## src/rtl/core/trtr_pkg.sv

```systemverilog
// Shared types and constants of the tilt-rotor transition ramp.
`default_nettype none

package trtr_pkg;

    // Channel widths that do not vary with the parameters
    localparam int IN_DATA_BITS   = 8;
    localparam int CFG_INDEX_BITS = 8;
    localparam int CFG_DATA_BITS  = 16;

    // Configuration register indexes
    localparam logic [CFG_INDEX_BITS-1:0] REG_RAMP1_TICKS = 8'd0;
    localparam logic [CFG_INDEX_BITS-1:0] REG_RAMP2_TICKS = 8'd1;
    localparam logic [CFG_INDEX_BITS-1:0] REG_MC_SERVO_A  = 8'd2;
    localparam logic [CFG_INDEX_BITS-1:0] REG_MC_SERVO_B  = 8'd3;
    localparam logic [CFG_INDEX_BITS-1:0] REG_MID_SERVO_A = 8'd4;
    localparam logic [CFG_INDEX_BITS-1:0] REG_MID_SERVO_B = 8'd5;
    localparam logic [CFG_INDEX_BITS-1:0] REG_FW_SERVO_A  = 8'd6;
    localparam logic [CFG_INDEX_BITS-1:0] REG_FW_SERVO_B  = 8'd7;

    // Reset values of the configuration registers
    localparam int RST_RAMP1_TICKS = 600;
    localparam int RST_RAMP2_TICKS = 400;
    localparam int RST_MC_SERVO_A  = 2000;
    localparam int RST_MC_SERVO_B  = 1000;
    localparam int RST_MID_SERVO_A = 1500;
    localparam int RST_MID_SERVO_B = 1500;
    localparam int RST_FW_SERVO_A  = 1000;
    localparam int RST_FW_SERVO_B  = 2000;

    // Transition phase codes
    typedef logic [1:0] phase_t;
    localparam phase_t PH_MC    = 2'd0;
    localparam phase_t PH_RAMP1 = 2'd1;
    localparam phase_t PH_RAMP2 = 2'd2;
    localparam phase_t PH_FW    = 2'd3;

    // Airframe mode codes
    localparam logic AIR_MC = 1'b0;
    localparam logic AIR_FW = 1'b1;

    // Sequencer states
    typedef enum logic [2:0] {
        S_IDLE = 3'b001,
        S_CALC = 3'b010,
        S_EMIT = 3'b100
    } seq_state_t;

    // Interpolation lane states
    typedef enum logic [3:0] {
        L_IDLE = 4'b0001,
        L_MUL  = 4'b0010,
        L_DIV  = 4'b0100,
        L_DONE = 4'b1000
    } lane_state_t;

endpackage

`default_nettype wire

```

## src/rtl/core/trtr_cfg.sv

```systemverilog
// Configuration register file of the tilt-rotor transition ramp.
`default_nettype none

module trtr_cfg #(
    parameter int PULSE_BITS = 12,
    parameter int COUNT_BITS = 16
) (
    input  wire logic                                clk,
    input  wire logic                                rst_n,
    input  wire logic                                wr_en,
    input  wire logic [trtr_pkg::CFG_INDEX_BITS-1:0] wr_index,
    input  wire logic [trtr_pkg::CFG_DATA_BITS-1:0]  wr_data,
    output logic      [COUNT_BITS-1:0]               ramp1_ticks,
    output logic      [COUNT_BITS-1:0]               ramp2_ticks,
    output logic      [PULSE_BITS-1:0]               mc_servo_a,
    output logic      [PULSE_BITS-1:0]               mc_servo_b,
    output logic      [PULSE_BITS-1:0]               mid_servo_a,
    output logic      [PULSE_BITS-1:0]               mid_servo_b,
    output logic      [PULSE_BITS-1:0]               fw_servo_a,
    output logic      [PULSE_BITS-1:0]               fw_servo_b
);
    import trtr_pkg::*;

    logic [COUNT_BITS-1:0] ramp1_ticks_reg;
    logic [COUNT_BITS-1:0] ramp2_ticks_reg;
    logic [PULSE_BITS-1:0] mc_servo_a_reg;
    logic [PULSE_BITS-1:0] mc_servo_b_reg;
    logic [PULSE_BITS-1:0] mid_servo_a_reg;
    logic [PULSE_BITS-1:0] mid_servo_b_reg;
    logic [PULSE_BITS-1:0] fw_servo_a_reg;
    logic [PULSE_BITS-1:0] fw_servo_b_reg;
    logic [COUNT_BITS-1:0] count_val;
    logic [PULSE_BITS-1:0] pulse_val;

    // Mask the written word to the register widths
    assign count_val = wr_data[COUNT_BITS-1:0];
    assign pulse_val = wr_data[PULSE_BITS-1:0];

    // Write the addressed register; drop writes beyond the list
    always_ff @(posedge clk or negedge rst_n)
    begin
        if (!rst_n)
        begin
            ramp1_ticks_reg <= COUNT_BITS'(RST_RAMP1_TICKS);
            ramp2_ticks_reg <= COUNT_BITS'(RST_RAMP2_TICKS);
            mc_servo_a_reg  <= PULSE_BITS'(RST_MC_SERVO_A);
            mc_servo_b_reg  <= PULSE_BITS'(RST_MC_SERVO_B);
            mid_servo_a_reg <= PULSE_BITS'(RST_MID_SERVO_A);
            mid_servo_b_reg <= PULSE_BITS'(RST_MID_SERVO_B);
            fw_servo_a_reg  <= PULSE_BITS'(RST_FW_SERVO_A);
            fw_servo_b_reg  <= PULSE_BITS'(RST_FW_SERVO_B);
        end
        else if (wr_en)
        begin
            case (wr_index)
                REG_RAMP1_TICKS: ramp1_ticks_reg <= count_val;
                REG_RAMP2_TICKS: ramp2_ticks_reg <= count_val;
                REG_MC_SERVO_A:  mc_servo_a_reg  <= pulse_val;
                REG_MC_SERVO_B:  mc_servo_b_reg  <= pulse_val;
                REG_MID_SERVO_A: mid_servo_a_reg <= pulse_val;
                REG_MID_SERVO_B: mid_servo_b_reg <= pulse_val;
                REG_FW_SERVO_A:  fw_servo_a_reg  <= pulse_val;
                REG_FW_SERVO_B:  fw_servo_b_reg  <= pulse_val;
                default:         ;
            endcase
        end
    end

    assign ramp1_ticks = ramp1_ticks_reg;
    assign ramp2_ticks = ramp2_ticks_reg;
    assign mc_servo_a  = mc_servo_a_reg;
    assign mc_servo_b  = mc_servo_b_reg;
    assign mid_servo_a = mid_servo_a_reg;
    assign mid_servo_b = mid_servo_b_reg;
    assign fw_servo_a  = fw_servo_a_reg;
    assign fw_servo_b  = fw_servo_b_reg;

endmodule

`default_nettype wire

```

## src/rtl/core/trtr_lerp.sv

```systemverilog
// Bit-serial interpolation lane: floor(a + (b - a) * k / n), one bit per cycle.
`default_nettype none

module trtr_lerp #(
    parameter int PULSE_BITS = 12,
    parameter int COUNT_BITS = 16
) (
    input  wire logic                  clk,
    input  wire logic                  rst_n,
    input  wire logic                  start,
    input  wire logic [PULSE_BITS-1:0] a,
    input  wire logic [PULSE_BITS-1:0] b,
    input  wire logic [COUNT_BITS-1:0] k,
    input  wire logic [COUNT_BITS-1:0] n,
    output logic                       done,
    output logic      [PULSE_BITS-1:0] y
);
    import trtr_pkg::*;

    localparam int PROD_BITS = PULSE_BITS + COUNT_BITS;
    localparam int MAX_STEPS = (COUNT_BITS > PULSE_BITS) ? COUNT_BITS : PULSE_BITS;
    localparam int STEP_BITS = $clog2(MAX_STEPS);

    lane_state_t           state_reg, state_next;
    logic [STEP_BITS-1:0]  step_reg, step_next;
    logic [PULSE_BITS-1:0] a_reg;
    logic                  neg_reg;
    logic [PULSE_BITS-1:0] mag_reg;
    logic [COUNT_BITS-1:0] k_reg;
    logic [COUNT_BITS-1:0] n_reg;
    logic [PROD_BITS-1:0]  prod_reg;
    logic [PROD_BITS-1:0]  prod_mul;
    logic [PROD_BITS-1:0]  prod_div;
    logic [COUNT_BITS:0]   trial;
    logic [COUNT_BITS:0]   diff;
    logic                  q_bit;
    logic [PULSE_BITS-1:0] quo;
    logic                  rem_nz;

    // Multiply step, high bit of k first: shift and conditionally add |b - a|
    assign prod_mul = {prod_reg[PROD_BITS-2:0], 1'b0}
                    + (k_reg[COUNT_BITS-1] ? PROD_BITS'(mag_reg) : '0);

    // Restoring divide step: remainder in the upper bits, quotient fills the lower
    assign trial    = prod_reg[PROD_BITS-1:PULSE_BITS-1];
    assign diff     = trial - {1'b0, n_reg};
    assign q_bit    = (trial >= {1'b0, n_reg});
    assign prod_div = {(q_bit ? diff[COUNT_BITS-1:0] : trial[COUNT_BITS-1:0]),
                       prod_reg[PULSE_BITS-2:0], q_bit};

    // Floor the quotient toward minus infinity on a falling ramp
    assign quo    = prod_reg[PULSE_BITS-1:0];
    assign rem_nz = |prod_reg[PROD_BITS-1:PULSE_BITS];
    assign y      = neg_reg ? (a_reg - quo - PULSE_BITS'(rem_nz)) : (a_reg + quo);
    assign done   = (state_reg == L_DONE);

    // Advance through multiply and divide passes
    always_comb
    begin
        state_next = state_reg;
        step_next  = step_reg;
        case (state_reg)
            L_IDLE:
            begin
                if (start)
                begin
                    state_next = L_MUL;
                    step_next  = STEP_BITS'(COUNT_BITS - 1);
                end
            end
            L_MUL:
            begin
                if (step_reg == '0)
                begin
                    state_next = L_DIV;
                    step_next  = STEP_BITS'(PULSE_BITS - 1);
                end
                else
                begin
                    step_next = step_reg - 1'b1;
                end
            end
            L_DIV:
            begin
                if (step_reg == '0)
                begin
                    state_next = L_DONE;
                end
                else
                begin
                    step_next = step_reg - 1'b1;
                end
            end
            L_DONE:  state_next = L_IDLE;
            default: state_next = L_IDLE;
        endcase
    end

    always_ff @(posedge clk or negedge rst_n)
    begin
        if (!rst_n)
        begin
            state_reg <= L_IDLE;
            step_reg  <= '0;
        end
        else
        begin
            state_reg <= state_next;
            step_reg  <= step_next;
        end
    end

    // Load operands on start, then shift the datapath one bit a cycle
    always_ff @(posedge clk)
    begin
        if (state_reg == L_IDLE && start)
        begin
            a_reg    <= a;
            neg_reg  <= (b < a);
            mag_reg  <= (b < a) ? (a - b) : (b - a);
            k_reg    <= k;
            n_reg    <= n;
            prod_reg <= '0;
        end
        else if (state_reg == L_MUL)
        begin
            prod_reg <= prod_mul;
            k_reg    <= {k_reg[COUNT_BITS-2:0], 1'b0};
        end
        else if (state_reg == L_DIV)
        begin
            prod_reg <= prod_div;
        end
    end

endmodule

`default_nettype wire

```

## src/rtl/core/tilt_rotor_transition_ramp.sv

```systemverilog
// Top level of the tilt-rotor transition ramp: sequencer, output register.
//
// Usage: each item on the s_axis channel is one control tick carrying the
// multicopter and fixed-wing requests. For every tick the block returns one
// item on the m_axis channel with both servo pulses, the airframe mode and
// the transition phase, taken after that tick's update. Ramp lengths and
// servo end points are for the user to write through the cfg channel while
// the block is idle; the block does not enforce it. cfg_ready is always high.
// A ramp tick runs both servo interpolations in two bit-serial lanes, with a
// multiply pass over the bits of k and then a divide pass, before the result
// is held and passes through S_EMIT into the output register. A tick that
// only holds or changes phase goes from S_IDLE through S_EMIT into the
// output register. Handshake: one tick at a time; the next tick is taken
// once the previous result sits in the output register.
// Reset puts the block in multicopter phase with both counts and both servo
// holds at zero and the configuration at its defaults. When the receiver
// stalls, the result waits in the output register, one more tick may be
// worked on, and then s_axis_tready stays low until the register drains.
`default_nettype none

module tilt_rotor_transition_ramp #(
    parameter int PULSE_BITS = 12,
    parameter int COUNT_BITS = 16
) (
    input  wire logic                                     clk,
    input  wire logic                                     rst_n,
    // tdata: [0] req_multicopter, [1] req_fixed_wing, rest zero
    input  wire logic                                     s_axis_tvalid,
    output logic                                          s_axis_tready,
    input  wire logic [trtr_pkg::IN_DATA_BITS-1:0]        s_axis_tdata,
    // tdata: servo_a_pulse, servo_b_pulse, fixed_wing_mode, tilt_phase, zeros
    output logic                                          m_axis_tvalid,
    input  wire logic                                     m_axis_tready,
    output logic      [((2*PULSE_BITS+3+7)/8)*8-1:0]      m_axis_tdata,
    input  wire logic                                     cfg_valid,
    output logic                                          cfg_ready,
    input  wire logic [trtr_pkg::CFG_INDEX_BITS-1:0]      cfg_index,
    input  wire logic [trtr_pkg::CFG_DATA_BITS-1:0]       cfg_data
);
    import trtr_pkg::*;

    localparam int OUT_BITS = ((2*PULSE_BITS+3+7)/8)*8;
    localparam int PAD_BITS = OUT_BITS - (2*PULSE_BITS+3);

    logic [COUNT_BITS-1:0] ramp1_ticks, ramp2_ticks;
    logic [PULSE_BITS-1:0] mc_servo_a, mc_servo_b;
    logic [PULSE_BITS-1:0] mid_servo_a, mid_servo_b;
    logic [PULSE_BITS-1:0] fw_servo_a, fw_servo_b;

    seq_state_t            state_reg, state_next;
    phase_t                phase_reg, phase_next;
    logic [COUNT_BITS-1:0] ramp1_count_reg, ramp1_count_next;
    logic [COUNT_BITS-1:0] ramp2_count_reg, ramp2_count_next;
    logic [PULSE_BITS-1:0] servo_a_hold_reg, servo_a_hold_next;
    logic [PULSE_BITS-1:0] servo_b_hold_reg, servo_b_hold_next;
    logic                  airframe_reg, airframe_next;
    logic                  out_valid_reg, out_valid_next;
    logic [OUT_BITS-1:0]   out_data_reg, out_data_next;

    logic                  in_accept;
    logic                  req_mc, req_fw;
    phase_t                phase_sel;
    logic                  lane_start;
    logic [PULSE_BITS-1:0] lane_a_from, lane_a_to, lane_b_from, lane_b_to;
    logic [COUNT_BITS-1:0] lane_k, lane_n;
    logic                  lane_a_done, lane_b_done;
    logic [PULSE_BITS-1:0] lane_a_y, lane_b_y;
    logic                  out_free;

    trtr_cfg #(
        .PULSE_BITS (PULSE_BITS),
        .COUNT_BITS (COUNT_BITS)
    ) u_cfg (
        .clk         (clk),
        .rst_n       (rst_n),
        .wr_en       (cfg_valid && cfg_ready),
        .wr_index    (cfg_index),
        .wr_data     (cfg_data),
        .ramp1_ticks (ramp1_ticks),
        .ramp2_ticks (ramp2_ticks),
        .mc_servo_a  (mc_servo_a),
        .mc_servo_b  (mc_servo_b),
        .mid_servo_a (mid_servo_a),
        .mid_servo_b (mid_servo_b),
        .fw_servo_a  (fw_servo_a),
        .fw_servo_b  (fw_servo_b)
    );

    assign cfg_ready     = 1'b1;
    assign s_axis_tready = (state_reg == S_IDLE);
    assign in_accept     = s_axis_tvalid && s_axis_tready;
    assign req_mc        = s_axis_tdata[0];
    assign req_fw        = s_axis_tdata[1];
    assign out_free      = !out_valid_reg || m_axis_tready;

    // Apply the requests, fixed wing first
    assign phase_sel = req_fw ? PH_RAMP1 : (req_mc ? PH_MC : phase_reg);

    // Pick the lane end points and ratio for the active ramp
    assign lane_a_from = (phase_sel == PH_RAMP1) ? mc_servo_a  : mid_servo_a;
    assign lane_a_to   = (phase_sel == PH_RAMP1) ? mid_servo_a : fw_servo_a;
    assign lane_b_from = (phase_sel == PH_RAMP1) ? mc_servo_b  : mid_servo_b;
    assign lane_b_to   = (phase_sel == PH_RAMP1) ? mid_servo_b : fw_servo_b;
    assign lane_k      = (phase_sel == PH_RAMP1) ? (ramp1_count_reg + 1'b1)
                                                 : (ramp2_count_reg + 1'b1);
    assign lane_n      = (phase_sel == PH_RAMP1) ? ramp1_ticks : ramp2_ticks;
    assign lane_start  = in_accept
                      && (((phase_sel == PH_RAMP1) && (ramp1_count_reg < ramp1_ticks))
                       || ((phase_sel == PH_RAMP2) && (ramp2_count_reg < ramp2_ticks)));

    trtr_lerp #(
        .PULSE_BITS (PULSE_BITS),
        .COUNT_BITS (COUNT_BITS)
    ) u_lerp_a (
        .clk   (clk),
        .rst_n (rst_n),
        .start (lane_start),
        .a     (lane_a_from),
        .b     (lane_a_to),
        .k     (lane_k),
        .n     (lane_n),
        .done  (lane_a_done),
        .y     (lane_a_y)
    );

    trtr_lerp #(
        .PULSE_BITS (PULSE_BITS),
        .COUNT_BITS (COUNT_BITS)
    ) u_lerp_b (
        .clk   (clk),
        .rst_n (rst_n),
        .start (lane_start),
        .a     (lane_b_from),
        .b     (lane_b_to),
        .k     (lane_k),
        .n     (lane_n),
        .done  (lane_b_done),
        .y     (lane_b_y)
    );

    // Sequence the tick: update phase and counts, wait for lanes, emit
    always_comb
    begin
        state_next        = state_reg;
        phase_next        = phase_reg;
        ramp1_count_next  = ramp1_count_reg;
        ramp2_count_next  = ramp2_count_reg;
        servo_a_hold_next = servo_a_hold_reg;
        servo_b_hold_next = servo_b_hold_reg;
        airframe_next     = airframe_reg;
        out_valid_next    = out_valid_reg;
        out_data_next     = out_data_reg;

        if (m_axis_tready)
        begin
            out_valid_next = 1'b0;
        end

        case (state_reg)
            S_IDLE:
            begin
                if (in_accept)
                begin
                    phase_next = phase_sel;
                    state_next = S_EMIT;
                    case (phase_sel)
                        PH_RAMP1:
                        begin
                            if (ramp1_count_reg >= ramp1_ticks)
                            begin
                                phase_next = PH_RAMP2;
                            end
                            else
                            begin
                                ramp1_count_next = lane_k;
                                state_next       = S_CALC;
                            end
                        end
                        PH_RAMP2:
                        begin
                            if (ramp2_count_reg >= ramp2_ticks)
                            begin
                                phase_next       = PH_FW;
                                ramp1_count_next = '0;
                                ramp2_count_next = '0;
                            end
                            else
                            begin
                                ramp2_count_next = lane_k;
                                state_next       = S_CALC;
                            end
                        end
                        PH_FW:
                        begin
                            servo_a_hold_next = fw_servo_a;
                            servo_b_hold_next = fw_servo_b;
                            airframe_next     = AIR_FW;
                        end
                        default:
                        begin
                            servo_a_hold_next = mc_servo_a;
                            servo_b_hold_next = mc_servo_b;
                            airframe_next     = AIR_MC;
                        end
                    endcase
                end
            end
            S_CALC:
            begin
                if (lane_a_done && lane_b_done)
                begin
                    servo_a_hold_next = lane_a_y;
                    servo_b_hold_next = lane_b_y;
                    state_next        = S_EMIT;
                end
            end
            S_EMIT:
            begin
                if (out_free)
                begin
                    out_valid_next = 1'b1;
                    out_data_next  = {{PAD_BITS{1'b0}}, phase_reg, airframe_reg,
                                      servo_b_hold_reg, servo_a_hold_reg};
                    state_next     = S_IDLE;
                end
            end
            default: state_next = S_IDLE;
        endcase
    end

    always_ff @(posedge clk or negedge rst_n)
    begin
        if (!rst_n)
        begin
            state_reg        <= S_IDLE;
            phase_reg        <= PH_MC;
            ramp1_count_reg  <= '0;
            ramp2_count_reg  <= '0;
            servo_a_hold_reg <= '0;
            servo_b_hold_reg <= '0;
            airframe_reg     <= AIR_MC;
            out_valid_reg    <= 1'b0;
        end
        else
        begin
            state_reg        <= state_next;
            phase_reg        <= phase_next;
            ramp1_count_reg  <= ramp1_count_next;
            ramp2_count_reg  <= ramp2_count_next;
            servo_a_hold_reg <= servo_a_hold_next;
            servo_b_hold_reg <= servo_b_hold_next;
            airframe_reg     <= airframe_next;
            out_valid_reg    <= out_valid_next;
        end
    end

    // Hold the result payload until the receiver takes it
    always_ff @(posedge clk)
    begin
        out_data_reg <= out_data_next;
    end

    assign m_axis_tvalid = out_valid_reg;
    assign m_axis_tdata  = out_data_reg;

endmodule

`default_nettype wire

```

## config.mk

```make
export PLATFORM = sky130hd
export DESIGN_NAME = tilt_rotor_transition_ramp
export DESIGN_NICKNAME = d
export VERILOG_FILES = /design/src/rtl/core/trtr_pkg.sv /design/src/rtl/core/trtr_cfg.sv /design/src/rtl/core/trtr_lerp.sv /design/src/rtl/core/tilt_rotor_transition_ramp.sv
export SDC_FILE = /design/constraint.sdc
export NUM_CORES = 1
export LEC_CHECK = 0
export BUFFER_PORTS_ARGS = -buffer_cell sky130_fd_sc_hd__buf_2
export CAP_MARGIN = 20
export CELL_PAD_IN_SITES_DETAIL_PLACEMENT = 0
export CELL_PAD_IN_SITES_GLOBAL_PLACEMENT = 1
export CORE_MARGIN = 3
export CORE_UTILIZATION = 40
export DETAILED_ROUTE_END_ITERATION = 10
export PLACE_DENSITY = 0.68
export SYNTH_ARGS = -nofsm -noshare
export SYNTH_HDL_FRONTEND = slang
export SYNTH_SLANG_ARGS = --single-unit
```

## constraint.sdc

```tcl
create_clock -name clk -period 8 [get_ports clk]
set_clock_uncertainty 0.2 [all_clocks]
set_input_delay 2.4 -clock clk [delete_from_list [all_inputs] [get_ports clk]]
set_output_delay 2.4 -clock clk [all_outputs]
set_load 0.02 [all_outputs]
```

==> results.rst <==
.. list-table::
   :header-rows: 1

   * - Metric
     - Value
   * - Outcome
     - finished, final reports clean
   * - Worst hold path cell count
     - 0
   * - Global route total overflow
     - 0
   * - Cell mode on critical path
     - sky130_fd_sc_hd__a31oi_1
   * - Xor-xnor portion of the synthesized cell area
     - 0.0461
   * - Startpoint of the worst hold path
     - servo_b_hold_reg[0]
   * - Remaining DRCs
     - 0
   * - Reg-to-reg startpoint
     - phase_reg[0]
   * - Largest net degree at the start of global routing
     - 106
   * - Core area
     - 0.0605 sq mm
   * - Overall routing resource usage
     - 0.219
   * - Register-to-Register Setup Slack
     - 2.64 ns
   * - R2r endpoint
     - u_lerp_a.mag_reg[5]
   * - Clock-pin slew on the worst setup and hold paths
     - 0.06 ns
   * - Data required, critical path
     - 8.13 ns
   * - Dpl cells
     - 3354
   * - Count of cell types in the netlist
     - 81
   * - Filler-free cell count of the finished design
     - 3444
   * - Met3 capacity usage during global routing
     - 0.0251
   * - Leak Pwr
     - 12.3 nW
   * - Fraction of synthesized area in multiplexers
     - 0.0800
   * - Setup TNS Final
     - 0 ns
   * - Starting Density
     - 0.406
   * - Biggest fanout along the worst timing path
     - 39
   * - R2R depth
     - 15
   * - Slew at the pin closest to its max-slew limit
     - 1.13 ns
   * - Count of input and output buffers
     - 59
   * - Mapped cell area
     - 0.0245 sq mm
   * - Die boundary width
     - 254 um
   * - Via density per instance
     - 5.59
   * - Post-route total power
     - 8.84 mW
   * - Critical Path Source Type
     - input port
   * - Post-Synth Adder-Cell Area
     - 0.115
   * - FILL cells
     - 5839
   * - Sequential fraction of the synthesis area
     - 0.407
   * - RSZ-0062 raised after global routing
     - no
   * - Post_cts resized
     - 0
   * - Synth top cells by count
     - sky130_fd_sc_hd__nand2_1, sky130_fd_sc_hd__inv_1, sky130_fd_sc_hd__ha_1
   * - Layout overhead on the synthesized area
     - 11.3%
   * - Yosys top cell area share
     - 0.173
   * - Die Area
     - 0.0643 sq mm
   * - Simple-gate area share of the yosys netlist
     - 0.142
   * - Largest area contributor in the synthesized netlist
     - sky130_fd_sc_hd__edfxtp_1
   * - Antenna violations before repair
     - 2
   * - Crit share post-route
     - 0.853
   * - Peak supply drop
     - 0.000198 V
   * - WL per Instance
     - 20.4 um
   * - Count of endpoints failing setup in the final report
     - 0
   * - Clock root cell
     - sky130_fd_sc_hd__clkbuf_16
   * - Placer's final routability congestion estimate
     - 0.884
   * - Final critical path time including I/O delays and setup
     - 6.82 ns
   * - Sequential cell area
     - 0.00999 sq mm
   * - Number of antenna repair diodes
     - 0
   * - Compound-cell area share of the yosys netlist
     - 0.158
   * - Most utilized layer in the global route result
     - met2
   * - Hold path endpoint
     - m_axis_tdata[12]
   * - Detailed placement HPWL
     - 52.8 mm
   * - Maximum frequency from static timing analysis
     - 0.147 GHz
   * - Vias in the first global route
     - 18700
   * - Count of pins on the block boundary
     - 72
   * - Vias after detailed routing
     - 19200
   * - Cell-by-cell trace of the critical path
     - buf_2 -> nor2_1 -> and2_1 -> inv_1 -> ha_4 -> buf_4 -> mux2_2 -> ha_1 -> a21o_1 -> a31oi_1 -> a211oi_1 -> o31a_1 -> o21ai_0 -> nand2b_1 -> a211o_1 -> a31oi_1 -> xnor2_1
   * - Buffers from clock root to sink, at most
     - 3
   * - Ys flop type
     - sky130_fd_sc_hd__edfxtp_1
   * - Share of cells above drive strength 1
     - 0.133
   * - Count of mapped cells out of synthesis
     - 2588
   * - Final WL
     - 70.2 mm
   * - Worst slew margin
     - 0.237
   * - Number of cell rows
     - 90
   * - Flop and latch count out of synthesis
     - 380
   * - Pins Over Slew Limit
     - 0
   * - WS Path Type
     - in -> reg
   * - Critical Path Max Stage Delay
     - 0.53 ns
   * - Most frequently used cell type in the post-synthesis netlist
     - sky130_fd_sc_hd__nand2_1
   * - Power per cell area
     - 324 mW/mm^2
   * - Met1 Resource Use GR
     - 0.320
   * - Category of the worst setup path capture point
     - flip-flop
   * - # Max-Cap Violations
     - 0
   * - Library cell contributing the largest single delay on the critical path
     - sky130_fd_sc_hd__ha_4
   * - Synth warnings
     - 0
   * - Global-route wire length before repair
     - 110 mm
   * - CP arrival
     - 6.95 ns
   * - Setup bufs post-CTS
     - 0
   * - Number of iterations in the first detailed-routing pass
     - 5
   * - H-tree lvl count
     - 2
   * - Number of hold buffers added after CTS
     - 0
   * - Total clock buffers created by CTS
     - 47
   * - Number of failing hold endpoints at the final stage
     - 0
   * - Fraction of met2 tracks used by global routing
     - 0.347
   * - Post-route ant nets
     - 0
   * - Post-layout net count
     - 2877
   * - Post-synthesis average cell area
     - 9.48 sq um
   * - Clock tree from TritonCTS
     - yes
   * - Main combinational cell family by area after synthesis
     - compound AO/OA/AOI/OAI gates
   * - Multi-input gate area
     - 0.0133 sq mm
   * - Cells taking the most area after synthesis
     - sky130_fd_sc_hd__edfxtp_1, sky130_fd_sc_hd__dfrtp_1, sky130_fd_sc_hd__ha_1
   * - Clock Latency Late Sink
     - 0.60 ns
   * - DRC violation total after the first TritonRoute iteration
     - 1447
   * - Vertical die dimension
     - 254 um
   * - Class of the worst hold path
     - reg -> reg
   * - CTS sink count
     - 380
   * - Number of enable-type register cells in the synthesized netlist
     - 141
   * - Proportion of register bits with asynchronous set or reset after synthesis
     - 0.482
==> critical path: cells and delay by family <==
kind,cells,cell delay [ns]
xor+xnor,1,0.08
buf+inv,3,0.69
fa+ha+maj,2,0.87
mux,1,0.39
compound gates,7,1.80
simple gates,3,0.71
==> report_power, final <==
| part | internal [mW] | switching (mW) | leakage, nW |
|---|---|---|---|
| combinational | 1.54 | 2.22 | 7.58 |
| clock | 1.27 | 0.885 | 0.765 |
| sequential | 2.53 | 0.391 | 3.96 |
==> worst max-delay path by stage <==
stage | start | endpoint | slack [ns] | depth (start not counted)
2_1_floorplan | s_axis_tdata[1] | u_lerp_b.mag_reg[7] | 0.39 | 20
3_3_place_gp | s_axis_tdata[1] | u_lerp_a.mag_reg[5] | 0.63 | 17
3_5_place_dp | s_axis_tdata[1] | u_lerp_a.mag_reg[5] | 0.64 | 17
4_1_cts | s_axis_tdata[1] | u_lerp_a.mag_reg[5] | 1.24 | 17
5_1_grt | s_axis_tdata[1] | u_lerp_a.mag_reg[5] | 0.87 | 17
6_report | s_axis_tdata[1] | u_lerp_a.mag_reg[5] | 1.18 | 17
==> per-layer routing <==
layer / wire length, um / up-vias
met3: 3460 / 87
met2: 31300 / 446
met1: 34000 / 9455
met4: 1420 / 0
met5: 0 / -
li1: - / 9250
==> layout make-up <==
class	instances	share of cell area
Clock buffer	67	0.0503
Clock inverter	21	0.00702
Inverter	213	0.0293
Multi-Input combinational cell	1887	0.489
Sequential cell	380	0.366
Tap cell	782	0.0359
Timing Repair Buffer	94	0.0221
==> cells by family (layout without fill, tap and decap cells) <==
| logic type | after synthesis | in the layout |
|---|---|---|
| AO/OA/AOI/OAI | 606 | 606 |
| XOR/XNOR | 129 | 129 |
| adder cells (fa/ha/maj) | 217 | 217 |
| buffers and inverters | 325 | 395 |
| flip-flops | 380 | 380 |
| multiplexers | 183 | 183 |
| other | 2 | 6 |
| AND/OR/NAND/NOR | 746 | 746 |
==> stage by stage <==
stage | hold slack (ns) | setup WS, ns | util | cell area (sq um)
2_1_floorplan | 0.221 | 0.393 | - | 24500
5_1_grt | 0.248 | 0.872 | 0.451 | 27300
4_1_cts | 0.240 | 1.24 | 0.451 | 27300
3_5_place_dp | 0.230 | 0.636 | 0.425 | 25700
6_report | 0.238 | 1.18 | 0.451 | 27300
3_3_place_gp | 0.231 | 0.631 | 0.425 | 25700
==> cells in the final DEF, fill, tap and decap left out, types with 24 or more instances in the layout <==
cell type                   netlist  routed
sky130_fd_sc_hd__a21oi_1        145     145
sky130_fd_sc_hd__xor2_1          41      41
sky130_fd_sc_hd__a21o_1          44      44
sky130_fd_sc_hd__nor2b_1         26      26
sky130_fd_sc_hd__ha_1           203     202
sky130_fd_sc_hd__buf_4            6      32
sky130_fd_sc_hd__buf_2            6      58
sky130_fd_sc_hd__clkbuf_16        0      49
sky130_fd_sc_hd__dfrtp_1        135     135
sky130_fd_sc_hd__mux2i_1         79      79
sky130_fd_sc_hd__xnor2_1         88      88
sky130_fd_sc_hd__and3_1          24      24
sky130_fd_sc_hd__o21ai_0        174     174
sky130_fd_sc_hd__nand3_1         40      40
sky130_fd_sc_hd__mux2_2         104     104
sky130_fd_sc_hd__edfxtp_1       141     141
sky130_fd_sc_hd__nand2_1        299     299
sky130_fd_sc_hd__o31ai_1         25      25
sky130_fd_sc_hd__a211oi_1        24      24
sky130_fd_sc_hd__nand2b_1        28      28
sky130_fd_sc_hd__dfstp_2         48      48
sky130_fd_sc_hd__inv_1          211     211
sky130_fd_sc_hd__dfxtp_1         56      56
sky130_fd_sc_hd__nor3_1          47      45
sky130_fd_sc_hd__nor2_1         154     152
sky130_fd_sc_hd__and2_1          35      35
No activity file was read; power rests on OpenSTA's default activity.
